$ cat config.mk
export PLATFORM = sky130hd
export DESIGN_NAME = joystick_axis_smoother_deadzone
export DESIGN_NICKNAME = d
export VERILOG_FILES = /design/src/design/jasd_pkg.sv /design/src/design/jasd_seq.sv /design/src/design/jasd_datapath.sv /design/src/design/joystick_axis_smoother_deadzone.sv
export SDC_FILE = /design/constraint.sdc
export NUM_CORES = 2
export LEC_CHECK = 0
export ABC_AREA = 1
export BUFFER_PORTS_ARGS = -buffer_cell sky130_fd_sc_hd__buf_4
export CAP_MARGIN = 10
export CORE_MARGIN = 4
export CORE_UTILIZATION = 41
export DETAILED_ROUTE_END_ITERATION = 6
export GPL_TIMING_DRIVEN = 0
export SYNTH_ARGS = -nofsm -noshare
export SYNTH_HDL_FRONTEND = slang
export SYNTH_SLANG_ARGS = --single-unit
$ cat constraint.sdc
create_clock -name clk -period 6.89 [get_ports clk]
set_input_delay 1.378 -clock clk [delete_from_list [all_inputs] [get_ports clk]]
set_output_delay 1.378 -clock clk [all_outputs]
set_load 0.03 [all_outputs]
$ cat src/design/jasd_pkg.sv
// Shared types, constants and the microprogram for the joystick axis smoother.
// Used by jasd_seq, jasd_datapath and joystick_axis_smoother_deadzone.
`timescale 1ns / 1ps

package jasd_pkg;

  // Sample and level widths
  localparam int SAMPLE_BITS = 10;
  localparam int RAW_W       = SAMPLE_BITS + 1;
  localparam int X_W         = 17;
  localparam int X_SHIFT     = 16 - SAMPLE_BITS;
  localparam int LEVEL_W     = 18;
  localparam int AXIS_W      = 17;
  localparam int WEIGHT_W    = 16;
  localparam int DZ_W        = 16;
  localparam int GAIN_W      = 24;
  localparam int MUL_A_W     = GAIN_W + 1;
  localparam int MUL_B_W     = LEVEL_W + 1;
  localparam int PROD_W      = MUL_A_W + MUL_B_W;
  localparam int ACC_W       = 36;
  localparam int SHIFTED_W   = ACC_W - 16;

  // Stream and configuration widths, rounded up to whole bytes
  localparam int IN_TDATA_W  = ((2 * SAMPLE_BITS + 7) / 8) * 8;
  localparam int OUT_TDATA_W = ((RAW_W + AXIS_W + 7) / 8) * 8;
  localparam int CFG_IDX_W   = 2;
  localparam int CFG_DATA_W  = 24;

  // Register indexes
  localparam logic [CFG_IDX_W-1:0] CFG_FILTER_WEIGHT = 2'd0;
  localparam logic [CFG_IDX_W-1:0] CFG_DEAD_ZONE     = 2'd1;
  localparam logic [CFG_IDX_W-1:0] CFG_RESCALE_GAIN  = 2'd2;

  // Register reset values
  localparam logic [WEIGHT_W-1:0] WEIGHT_RST = 16'd52429;
  localparam logic [DZ_W-1:0]     DZ_RST     = 16'd3277;
  localparam logic [GAIN_W-1:0]   GAIN_RST   = 24'd68986;

  localparam logic [15:0] AXIS_MAX = 16'hFFFF;

  // Microprogram
  localparam int PC_W = 3;

  typedef enum logic [1:0] {
    COND_SEQ,
    COND_WAIT_IN,
    COND_BELOW_DZ,
    COND_WAIT_OUT
  } jasd_cond_t;

  typedef enum logic [1:0] {
    MUL_NONE,
    MUL_W_S,
    MUL_IW_X,
    MUL_D_G
  } jasd_mul_t;

  typedef enum logic [1:0] {
    ACC_HOLD,
    ACC_LOAD,
    ACC_ADD
  } jasd_acc_t;

  typedef struct packed {
    jasd_cond_t         cond;
    logic [PC_W-1:0]    target;
    jasd_mul_t          mul_sel;
    jasd_acc_t          acc_op;
    logic               s_wr;
    logic               diff_wr;
    logic               out_wr;
  } jasd_ctrl_t;

  typedef struct packed {
    logic below_dz;
    logic out_slot;
  } jasd_status_t;

  // One control word per step
  function automatic jasd_ctrl_t jasd_ucode(input logic [PC_W-1:0] pc);
    jasd_ctrl_t cw;
    cw = '{cond: COND_SEQ, target: '0, mul_sel: MUL_NONE, acc_op: ACC_HOLD,
           s_wr: 1'b0, diff_wr: 1'b0, out_wr: 1'b0};
    case (pc)
      3'd0: begin
        cw.cond   = COND_WAIT_IN;
        cw.target = 3'd1;
      end
      3'd1: cw.mul_sel = MUL_W_S;
      3'd2: begin
        cw.mul_sel = MUL_IW_X;
        cw.acc_op  = ACC_LOAD;
      end
      3'd3: cw.acc_op = ACC_ADD;
      3'd4: cw.s_wr = 1'b1;
      3'd5: begin
        cw.diff_wr = 1'b1;
        cw.cond    = COND_BELOW_DZ;
        cw.target  = 3'd7;
      end
      3'd6: cw.mul_sel = MUL_D_G;
      3'd7: begin
        cw.out_wr = 1'b1;
        cw.cond   = COND_WAIT_OUT;
        cw.target = 3'd0;
      end
      default: cw.cond = COND_SEQ;
    endcase
    return cw;
  endfunction

endpackage

$ cat src/design/jasd_seq.sv
// Step counter and microprogram table for the axis smoother.
// Depends on jasd_pkg for the control word, conditions and program.
`timescale 1ns / 1ps

module jasd_seq (
  input  logic                 clk,
  input  logic                 rst_n,
  input  logic                 in_tvalid,
  input  jasd_pkg::jasd_status_t status,
  output jasd_pkg::jasd_ctrl_t   ctrl
);

  logic [jasd_pkg::PC_W-1:0] pc_r;
  logic [jasd_pkg::PC_W-1:0] pc_nxt;

  // Fetch the control word for this step
  always_comb begin
    ctrl = jasd_pkg::jasd_ucode(pc_r);
  end

  // Pick the next step
  always_comb begin
    pc_nxt = pc_r + 1'b1;
    case (ctrl.cond)
      jasd_pkg::COND_SEQ:      pc_nxt = pc_r + 1'b1;
      jasd_pkg::COND_WAIT_IN:  pc_nxt = in_tvalid ? ctrl.target : pc_r;
      jasd_pkg::COND_BELOW_DZ: pc_nxt = status.below_dz ? ctrl.target : pc_r + 1'b1;
      jasd_pkg::COND_WAIT_OUT: pc_nxt = status.out_slot ? ctrl.target : pc_r;
      default:                 pc_nxt = '0;
    endcase
  end

  always_ff @(posedge clk) begin
    if (!rst_n) begin
      pc_r <= '0;
    end else begin
      pc_r <= pc_nxt;
    end
  end

endmodule

$ cat src/design/jasd_datapath.sv
// Datapath for the axis smoother: config registers, shared multiplier,
// accumulator, smoothed level, dead zone and output register.
// Depends on jasd_pkg; driven by control words from jasd_seq.
`timescale 1ns / 1ps

module jasd_datapath (
  input  logic                                 clk,
  input  logic                                 rst_n,
  input  jasd_pkg::jasd_ctrl_t                 ctrl,
  output jasd_pkg::jasd_status_t               status,
  input  logic                                 in_fire,
  input  logic [jasd_pkg::SAMPLE_BITS-1:0]     pos_sample,
  input  logic [jasd_pkg::SAMPLE_BITS-1:0]     neg_sample,
  input  logic                                 clear,
  input  logic                                 cfg_fire,
  input  logic [jasd_pkg::CFG_IDX_W-1:0]       cfg_index,
  input  logic [jasd_pkg::CFG_DATA_W-1:0]      cfg_data,
  input  logic                                 out_tready,
  output logic                                 out_valid,
  output logic signed [jasd_pkg::RAW_W-1:0]    out_raw,
  output logic signed [jasd_pkg::AXIS_W-1:0]   out_axis
);

  // Configuration
  logic [jasd_pkg::WEIGHT_W-1:0] weight_r, weight_nxt;
  logic [jasd_pkg::DZ_W-1:0]     dz_r, dz_nxt;
  logic [jasd_pkg::GAIN_W-1:0]   gain_r, gain_nxt;

  // Working registers
  logic signed [jasd_pkg::RAW_W-1:0]   raw_r, raw_nxt;
  logic signed [jasd_pkg::LEVEL_W-1:0] s_r, s_nxt;
  logic signed [jasd_pkg::PROD_W-1:0]  prod_r, prod_nxt;
  logic signed [jasd_pkg::ACC_W-1:0]   acc_r, acc_nxt;
  logic [jasd_pkg::LEVEL_W-1:0]        diff_r, diff_nxt;
  logic                                zero_r, zero_nxt;

  // Output register
  logic                                out_valid_r, out_valid_nxt;
  logic signed [jasd_pkg::RAW_W-1:0]   out_raw_r, out_raw_nxt;
  logic signed [jasd_pkg::AXIS_W-1:0]  out_axis_r, out_axis_nxt;

  // Combinational helpers
  logic signed [jasd_pkg::X_W-1:0]       x_val;
  logic [jasd_pkg::WEIGHT_W:0]           inv_weight;
  logic signed [jasd_pkg::MUL_A_W-1:0]   mul_a;
  logic signed [jasd_pkg::MUL_B_W-1:0]   mul_b;
  logic signed [jasd_pkg::SHIFTED_W-1:0] shifted;
  logic signed [jasd_pkg::LEVEL_W-1:0]   s_sat;
  logic signed [jasd_pkg::LEVEL_W:0]     s_ext;
  logic [jasd_pkg::LEVEL_W:0]            mag_ext;
  logic [jasd_pkg::LEVEL_W-1:0]          mag;
  logic [jasd_pkg::LEVEL_W-1:0]          dz_ext;
  logic [15:0]                           val;
  logic                                  out_load;

  // Scale the difference up to Q16 full scale
  assign x_val      = {raw_r, {jasd_pkg::X_SHIFT{1'b0}}};
  assign inv_weight = 17'h10000 - {1'b0, weight_r};

  // Select multiplier operands
  always_comb begin
    mul_a = '0;
    mul_b = '0;
    case (ctrl.mul_sel)
      jasd_pkg::MUL_W_S: begin
        mul_a = $signed({{(jasd_pkg::MUL_A_W - jasd_pkg::WEIGHT_W){1'b0}}, weight_r});
        mul_b = $signed({s_r[jasd_pkg::LEVEL_W-1], s_r});
      end
      jasd_pkg::MUL_IW_X: begin
        mul_a = $signed({{(jasd_pkg::MUL_A_W - jasd_pkg::WEIGHT_W - 1){1'b0}}, inv_weight});
        mul_b = $signed({{(jasd_pkg::MUL_B_W - jasd_pkg::X_W){x_val[jasd_pkg::X_W-1]}},
                         x_val});
      end
      jasd_pkg::MUL_D_G: begin
        mul_a = $signed({1'b0, gain_r});
        mul_b = $signed({1'b0, diff_r});
      end
      default: begin
        mul_a = '0;
        mul_b = '0;
      end
    endcase
  end

  // Floor shift and clamp of the new smoothed level
  assign shifted = acc_r[jasd_pkg::ACC_W-1:16];
  always_comb begin
    if (shifted > $signed(20'sd131071)) begin
      s_sat = 18'sh1FFFF;
    end else if (shifted < -$signed(20'sd131072)) begin
      s_sat = 18'sh20000;
    end else begin
      s_sat = shifted[jasd_pkg::LEVEL_W-1:0];
    end
  end

  // Magnitude against dead zone
  assign s_ext   = {s_r[jasd_pkg::LEVEL_W-1], s_r};
  assign mag_ext = s_r[jasd_pkg::LEVEL_W-1] ? $unsigned(-s_ext) : $unsigned(s_ext);
  assign mag     = mag_ext[jasd_pkg::LEVEL_W-1:0];
  assign dz_ext  = {{(jasd_pkg::LEVEL_W - jasd_pkg::DZ_W){1'b0}}, dz_r};
  assign status.below_dz = (mag < dz_ext);

  // Rescaled magnitude, saturated
  always_comb begin
    if (zero_r) begin
      val = '0;
    end else if (|prod_r[jasd_pkg::PROD_W-1:32]) begin
      val = jasd_pkg::AXIS_MAX;
    end else begin
      val = prod_r[31:16];
    end
  end

  assign status.out_slot = !out_valid_r || out_tready;
  assign out_load        = ctrl.out_wr && status.out_slot;

  // Next values
  always_comb begin
    weight_nxt = weight_r;
    dz_nxt     = dz_r;
    gain_nxt   = gain_r;
    if (cfg_fire) begin
      case (cfg_index)
        jasd_pkg::CFG_FILTER_WEIGHT: weight_nxt = cfg_data[jasd_pkg::WEIGHT_W-1:0];
        jasd_pkg::CFG_DEAD_ZONE:     dz_nxt     = cfg_data[jasd_pkg::DZ_W-1:0];
        jasd_pkg::CFG_RESCALE_GAIN:  gain_nxt   = cfg_data[jasd_pkg::GAIN_W-1:0];
        default:                     weight_nxt = weight_r;
      endcase
    end

    raw_nxt = raw_r;
    s_nxt   = s_r;
    if (in_fire) begin
      raw_nxt = $signed({1'b0, pos_sample}) - $signed({1'b0, neg_sample});
      if (clear) begin
        s_nxt = '0;
      end
    end else if (ctrl.s_wr) begin
      s_nxt = s_sat;
    end

    prod_nxt = (ctrl.mul_sel != jasd_pkg::MUL_NONE) ? mul_a * mul_b : prod_r;

    case (ctrl.acc_op)
      jasd_pkg::ACC_LOAD: acc_nxt = prod_r[jasd_pkg::ACC_W-1:0];
      jasd_pkg::ACC_ADD:  acc_nxt = acc_r + prod_r[jasd_pkg::ACC_W-1:0];
      default:            acc_nxt = acc_r;
    endcase

    diff_nxt = ctrl.diff_wr ? (mag - dz_ext) : diff_r;
    zero_nxt = ctrl.diff_wr ? status.below_dz : zero_r;

    out_raw_nxt  = out_raw_r;
    out_axis_nxt = out_axis_r;
    if (out_load) begin
      out_raw_nxt  = raw_r;
      out_axis_nxt = s_r[jasd_pkg::LEVEL_W-1] ? -$signed({1'b0, val})
                                             : $signed({1'b0, val});
    end
    out_valid_nxt = out_load ? 1'b1 : (out_tready ? 1'b0 : out_valid_r);
  end

  // Control and configuration state
  always_ff @(posedge clk) begin
    if (!rst_n) begin
      weight_r    <= jasd_pkg::WEIGHT_RST;
      dz_r        <= jasd_pkg::DZ_RST;
      gain_r      <= jasd_pkg::GAIN_RST;
      s_r         <= '0;
      out_valid_r <= 1'b0;
    end else begin
      weight_r    <= weight_nxt;
      dz_r        <= dz_nxt;
      gain_r      <= gain_nxt;
      s_r         <= s_nxt;
      out_valid_r <= out_valid_nxt;
    end
  end

  // Payload registers
  always_ff @(posedge clk) begin
    raw_r      <= raw_nxt;
    prod_r     <= prod_nxt;
    acc_r      <= acc_nxt;
    diff_r     <= diff_nxt;
    zero_r     <= zero_nxt;
    out_raw_r  <= out_raw_nxt;
    out_axis_r <= out_axis_nxt;
  end

  assign out_valid = out_valid_r;
  assign out_raw   = out_raw_r;
  assign out_axis  = out_axis_r;

endmodule

$ cat src/design/joystick_axis_smoother_deadzone.sv
// Top level of the joystick axis smoother with dead zone and rescale.
// Instantiates jasd_seq and jasd_datapath; uses jasd_pkg.
//
//   channel | dir | handshake          | payload
//   in_     | in  | in_tvalid/tready   | tdata: pos_sample, neg_sample; tuser: clear
//   out_    | out | out_tvalid/tready  | tdata: raw_difference, axis_value
//   cfg_    | in  | cfg_valid/ready    | cfg_index, cfg_data
//
// An item passes through the microprogram from acceptance to the output register,
// skipping the rescale step inside the dead zone; it runs one step per cycle while
// not waiting on input or output, and its single shared multiplier forms three
// products per item (two inside). The next item is accepted the cycle after the
// result is loaded, and a stalled output holds the last step.
// Configuration writes are taken every cycle (cfg_ready is 1).
// Reset clears the smoothed level and loads the register defaults.
`timescale 1ns / 1ps

module joystick_axis_smoother_deadzone (
  input  logic                                clk,
  input  logic                                rst_n,
  input  logic                                in_tvalid,
  output logic                                in_tready,
  // [9:0] pos_sample, [19:10] neg_sample, [23:20] zero
  input  logic [jasd_pkg::IN_TDATA_W-1:0]     in_tdata,
  // [0] clear
  input  logic                                in_tuser,
  output logic                                out_tvalid,
  input  logic                                out_tready,
  // [10:0] raw_difference, [27:11] axis_value, [31:28] zero
  output logic [jasd_pkg::OUT_TDATA_W-1:0]    out_tdata,
  input  logic                                cfg_valid,
  output logic                                cfg_ready,
  input  logic [jasd_pkg::CFG_IDX_W-1:0]      cfg_index,
  input  logic [jasd_pkg::CFG_DATA_W-1:0]     cfg_data
);

  jasd_pkg::jasd_ctrl_t   ctrl;
  jasd_pkg::jasd_status_t status;
  logic                   in_fire;
  logic signed [jasd_pkg::RAW_W-1:0]  out_raw;
  logic signed [jasd_pkg::AXIS_W-1:0] out_axis;

  // Accept input only while the program waits for it
  assign in_tready = (ctrl.cond == jasd_pkg::COND_WAIT_IN);
  assign in_fire   = in_tvalid && in_tready;
  assign cfg_ready = 1'b1;

  jasd_seq u_seq (
    .clk       (clk),
    .rst_n     (rst_n),
    .in_tvalid (in_tvalid),
    .status    (status),
    .ctrl      (ctrl)
  );

  jasd_datapath u_dp (
    .clk        (clk),
    .rst_n      (rst_n),
    .ctrl       (ctrl),
    .status     (status),
    .in_fire    (in_fire),
    .pos_sample (in_tdata[jasd_pkg::SAMPLE_BITS-1:0]),
    .neg_sample (in_tdata[2*jasd_pkg::SAMPLE_BITS-1:jasd_pkg::SAMPLE_BITS]),
    .clear      (in_tuser),
    .cfg_fire   (cfg_valid && cfg_ready),
    .cfg_index  (cfg_index),
    .cfg_data   (cfg_data),
    .out_tready (out_tready),
    .out_valid  (out_tvalid),
    .out_raw    (out_raw),
    .out_axis   (out_axis)
  );

  // Pack the result word
  assign out_tdata = {{(jasd_pkg::OUT_TDATA_W - jasd_pkg::RAW_W - jasd_pkg::AXIS_W){1'b0}},
                      out_axis, out_raw};

endmodule
==> results.yml <==
place:
  placed_cell_area_mm2: 0.0309
  dp_slack_ns: -1.54
  portBuffers: 80
  place.gp.congestion: 0.996
  place_hpwl_mm: 77.5
route:
  drt-initial-drc-count: 2178
  firstDrtPassIters: 6
  vias: 25957
  wire_per_inst_um: 20.1
  drc: 0
  antenna_left: 0
  vias_per_cell: 5.22
  wl_mm: 100
logic_synthesis:
  synthCells: 3666
  synth_edf_count: 138
  synth_xor_area_share_pct: 2.87
  synth_top_family_by_area: "adder cells"
  synth_fa_ha_area_share_pct: 36.4
  yosys-mux-area-fraction_pct: 0
  synth_ff_type: "edfxtp_1"
  syn_area_mm2: 0.0290
  yosys-top-cells-area: "fa_1 26%, edfxtp_1 14%, ha_1 11%"
  synth_top_cell_area_share_pct: 25.9
  synth-async-reset-ratio_pct: 0
  synth_compound_area_share_pct: 8.96
  seq_area_frac_synth_pct: 19.6
  yosysMostFrequentCell: "nand2_1"
  yosysTopAreaCell: "fa_1"
  ys_ff_latch: 216
  synthSimpleGateAreaFrac_pct: 20.0
  ys_warn_count: 0
  ys_types: 60
  yosys-top-cells-count: "801 x nand2_1, 740 x inv_1, 376 x fa_1, 356 x nor2_1, 244 x ha_1"
  avgSynthCellArea_um2: 7.92
die:
  die_y_um: 274
  dieArea_mm2: 0.0752
  dieWidth_um: 274
  initial_utilization_pct: 41.4
  pin_count: 91
  core_area_mm2: 0.0701
  rows: 97
sta:
  hold_viol_final: 0
  rsz0062_at_grt: "true"
  drv_slew: 0
  timing.fmax_mhz: 138
  slew_headroom_pct: 21.0
  skew_ns: 0.0142
  tightest_slew_ns: 1.17
  post-route-min-period_ns: 7.23
  finalSetupViolCount: 24
  period_share_pct: 105
  setup_slack_ns: -0.336
setup_path:
  r2r_cells: 32
  required_ns: 7.18
  slowest_stage: "fa_1"
  critPathMaxFanout: 7
  crit_top_cell: "fa_1"
  critPathCaptureType: "flip-flop"
  cp_data_arrival_time_ns: 7.51
  start_kind: "flip-flop"
  worstSetupPathType: "reg2reg"
  cpPeakStageDelay_ns: 0.55
grt:
  grt_pass1_vias: 25596
  grtUsageTotal_pct: 26.0
  grt_max_degree: 43
  grt_pass1_wl_mm: 149
  antenna_found_initial: 0
  overflow: 0
layout:
  drive_above_1_share_pct: 21.4
  area_growth_pct: 25.9
  multiInputGateArea_mm2: 0.0220
  fill_cells: 6617
  register_area_mm2: 0.00572
  nNetsFinal: 4683
  fin_area_mm2: 0.0366
  postLayoutCoreUtil_pct: 52.1
cts:
  cts_buffer_depth: 3
  cts_root_buf: "clkbuf_16"
  clk_latency_ns: 0.55
  clock_sinks: 216
  hold_buffers: 0
  htreeDepth: 1
  cts_tree: "built"
  clkTransAtPathRegs_ns: 0.06
  cts_buffers: 27
pwr:
  powerDensity_mw_per_mm2: 410
  ir_drop_uv: 372
  leakage_nw: 17.8
run:
  cap_violations: 0
worst_hold_path:
  hold_class: "reg2reg"
  hold_path_depth: 0
status:
  violations: "setup timing"
  status: "complete, but fails checks"
## worst paths after layout
path | end | slack [ns] | from
min | u_dp.out_raw[5] | 0.45 | u_dp.raw_r[5]
max | u_dp.prod_r[41] | -0.34 | u_seq.pc_r[1]
min reg2reg | u_dp.out_raw[5] | 0.45 | u_dp.raw_r[5]
max reg2reg | u_dp.prod_r[41] | -0.34 | u_seq.pc_r[1]
## timing repair
item	in CTS	in global routing
cloned	4	0
pin swaps	122	103
endpoints found under the setup margin	34	32
buffers inserted	134	90
gates resized for setup	482	192
## worst max-delay path: cells and delay by family (launching register included)
family	cells	cell delay, ns
simple gates	9	0.79
fa+ha+maj	9	3.97
compound gates	3	0.56
xor+xnor	1	0.21
buf+inv	10	1.04
flops	1	0.38
## cell usage in the layout (no fill, tap or decap), types with 18 or more instances in the layout
master     instances
nor3_1            19
a21oi_1          147
xnor2_1           19
nand2_2           49
fa_1             349
nor2_2            25
ha_1             193
nand2_1          732
xor2_1            57
buf_4            275
edfxtp_1         138
buf_12            39
nand3_1          112
buf_6             38
nand4_1           29
clkbuf_16         27
dfxtp_1           74
clkbuf_1          29
a21oi_2           18
nor2_4            38
inv_1            696
o21ai_1           18
nand2_4           27
inv_2             41
nor2_1           307
buf_8             22
ha_4              47
fa_2              27
o21ai_0          156
inv_4             18
## power by group
group          internal (mW)  switching (mW)  leakage (nW)
registers               1.97           0.330          1.94
logic                   4.50            6.76          15.4
clock network          0.837           0.605         0.434
## sequential cells by signal, indices dropped and copies added (netlist names), 3 cells and up
register       cells
u_dp.raw_r        11
u_dp.s_r          18
u_dp.diff_r       18
u_dp.weight_r     16
u_dp.dz_r         16
u_dp.acc_r        36
u_dp.gain_r       24
u_dp.prod_r       44
u_dp.out_raw      11
u_dp.out_axis     17
u_seq.pc_r         3
## metrics by stage
stage	hold WS [ns]	std cells	setup TNS (ns)	total power, mW
after detailed placement	0.436	4690	-36.33	10.3
after global routing	0.464	4967	-9.95	15.9
after CTS	0.451	4877	-3.82	13.9
after global placement	0.431	4689	-35.79	10.3
after floorplan	0.426	3669	0	7.52
final	0.453	4969	-5.34	15.0
## final cells by class
class                      count  area share [%]
multi-input combinational   2580            60.1
sequential                   216            15.6
inverter                     770            8.22
timing repair buffer         309            7.52
tap                          940            3.22
buffer                       102            2.85
clock buffer                  28            1.86
clock inverter                21           0.565
timing repair inverter         1          0.0171
antenna                        2          0.0137
## layer usage
metal	wire length [um]	track usage (%)
met5	0	0
met1	41000	34.1
met4	4690	10.0
met2	46200	42.2
met3	8100	5.68
## cell families (layout without fill, tap and decap cells)
kind of cell,Yosys count,in the layout
AO/OA/AOI/OAI,452,452
XOR/XNOR,95,95
adder cells (fa/ha/maj),620,620
buffers and inverters,873,1231
flip-flops,216,216
other,2,7
AND/OR/NAND/NOR,1408,1408
(Power assumes the default switching activity.)
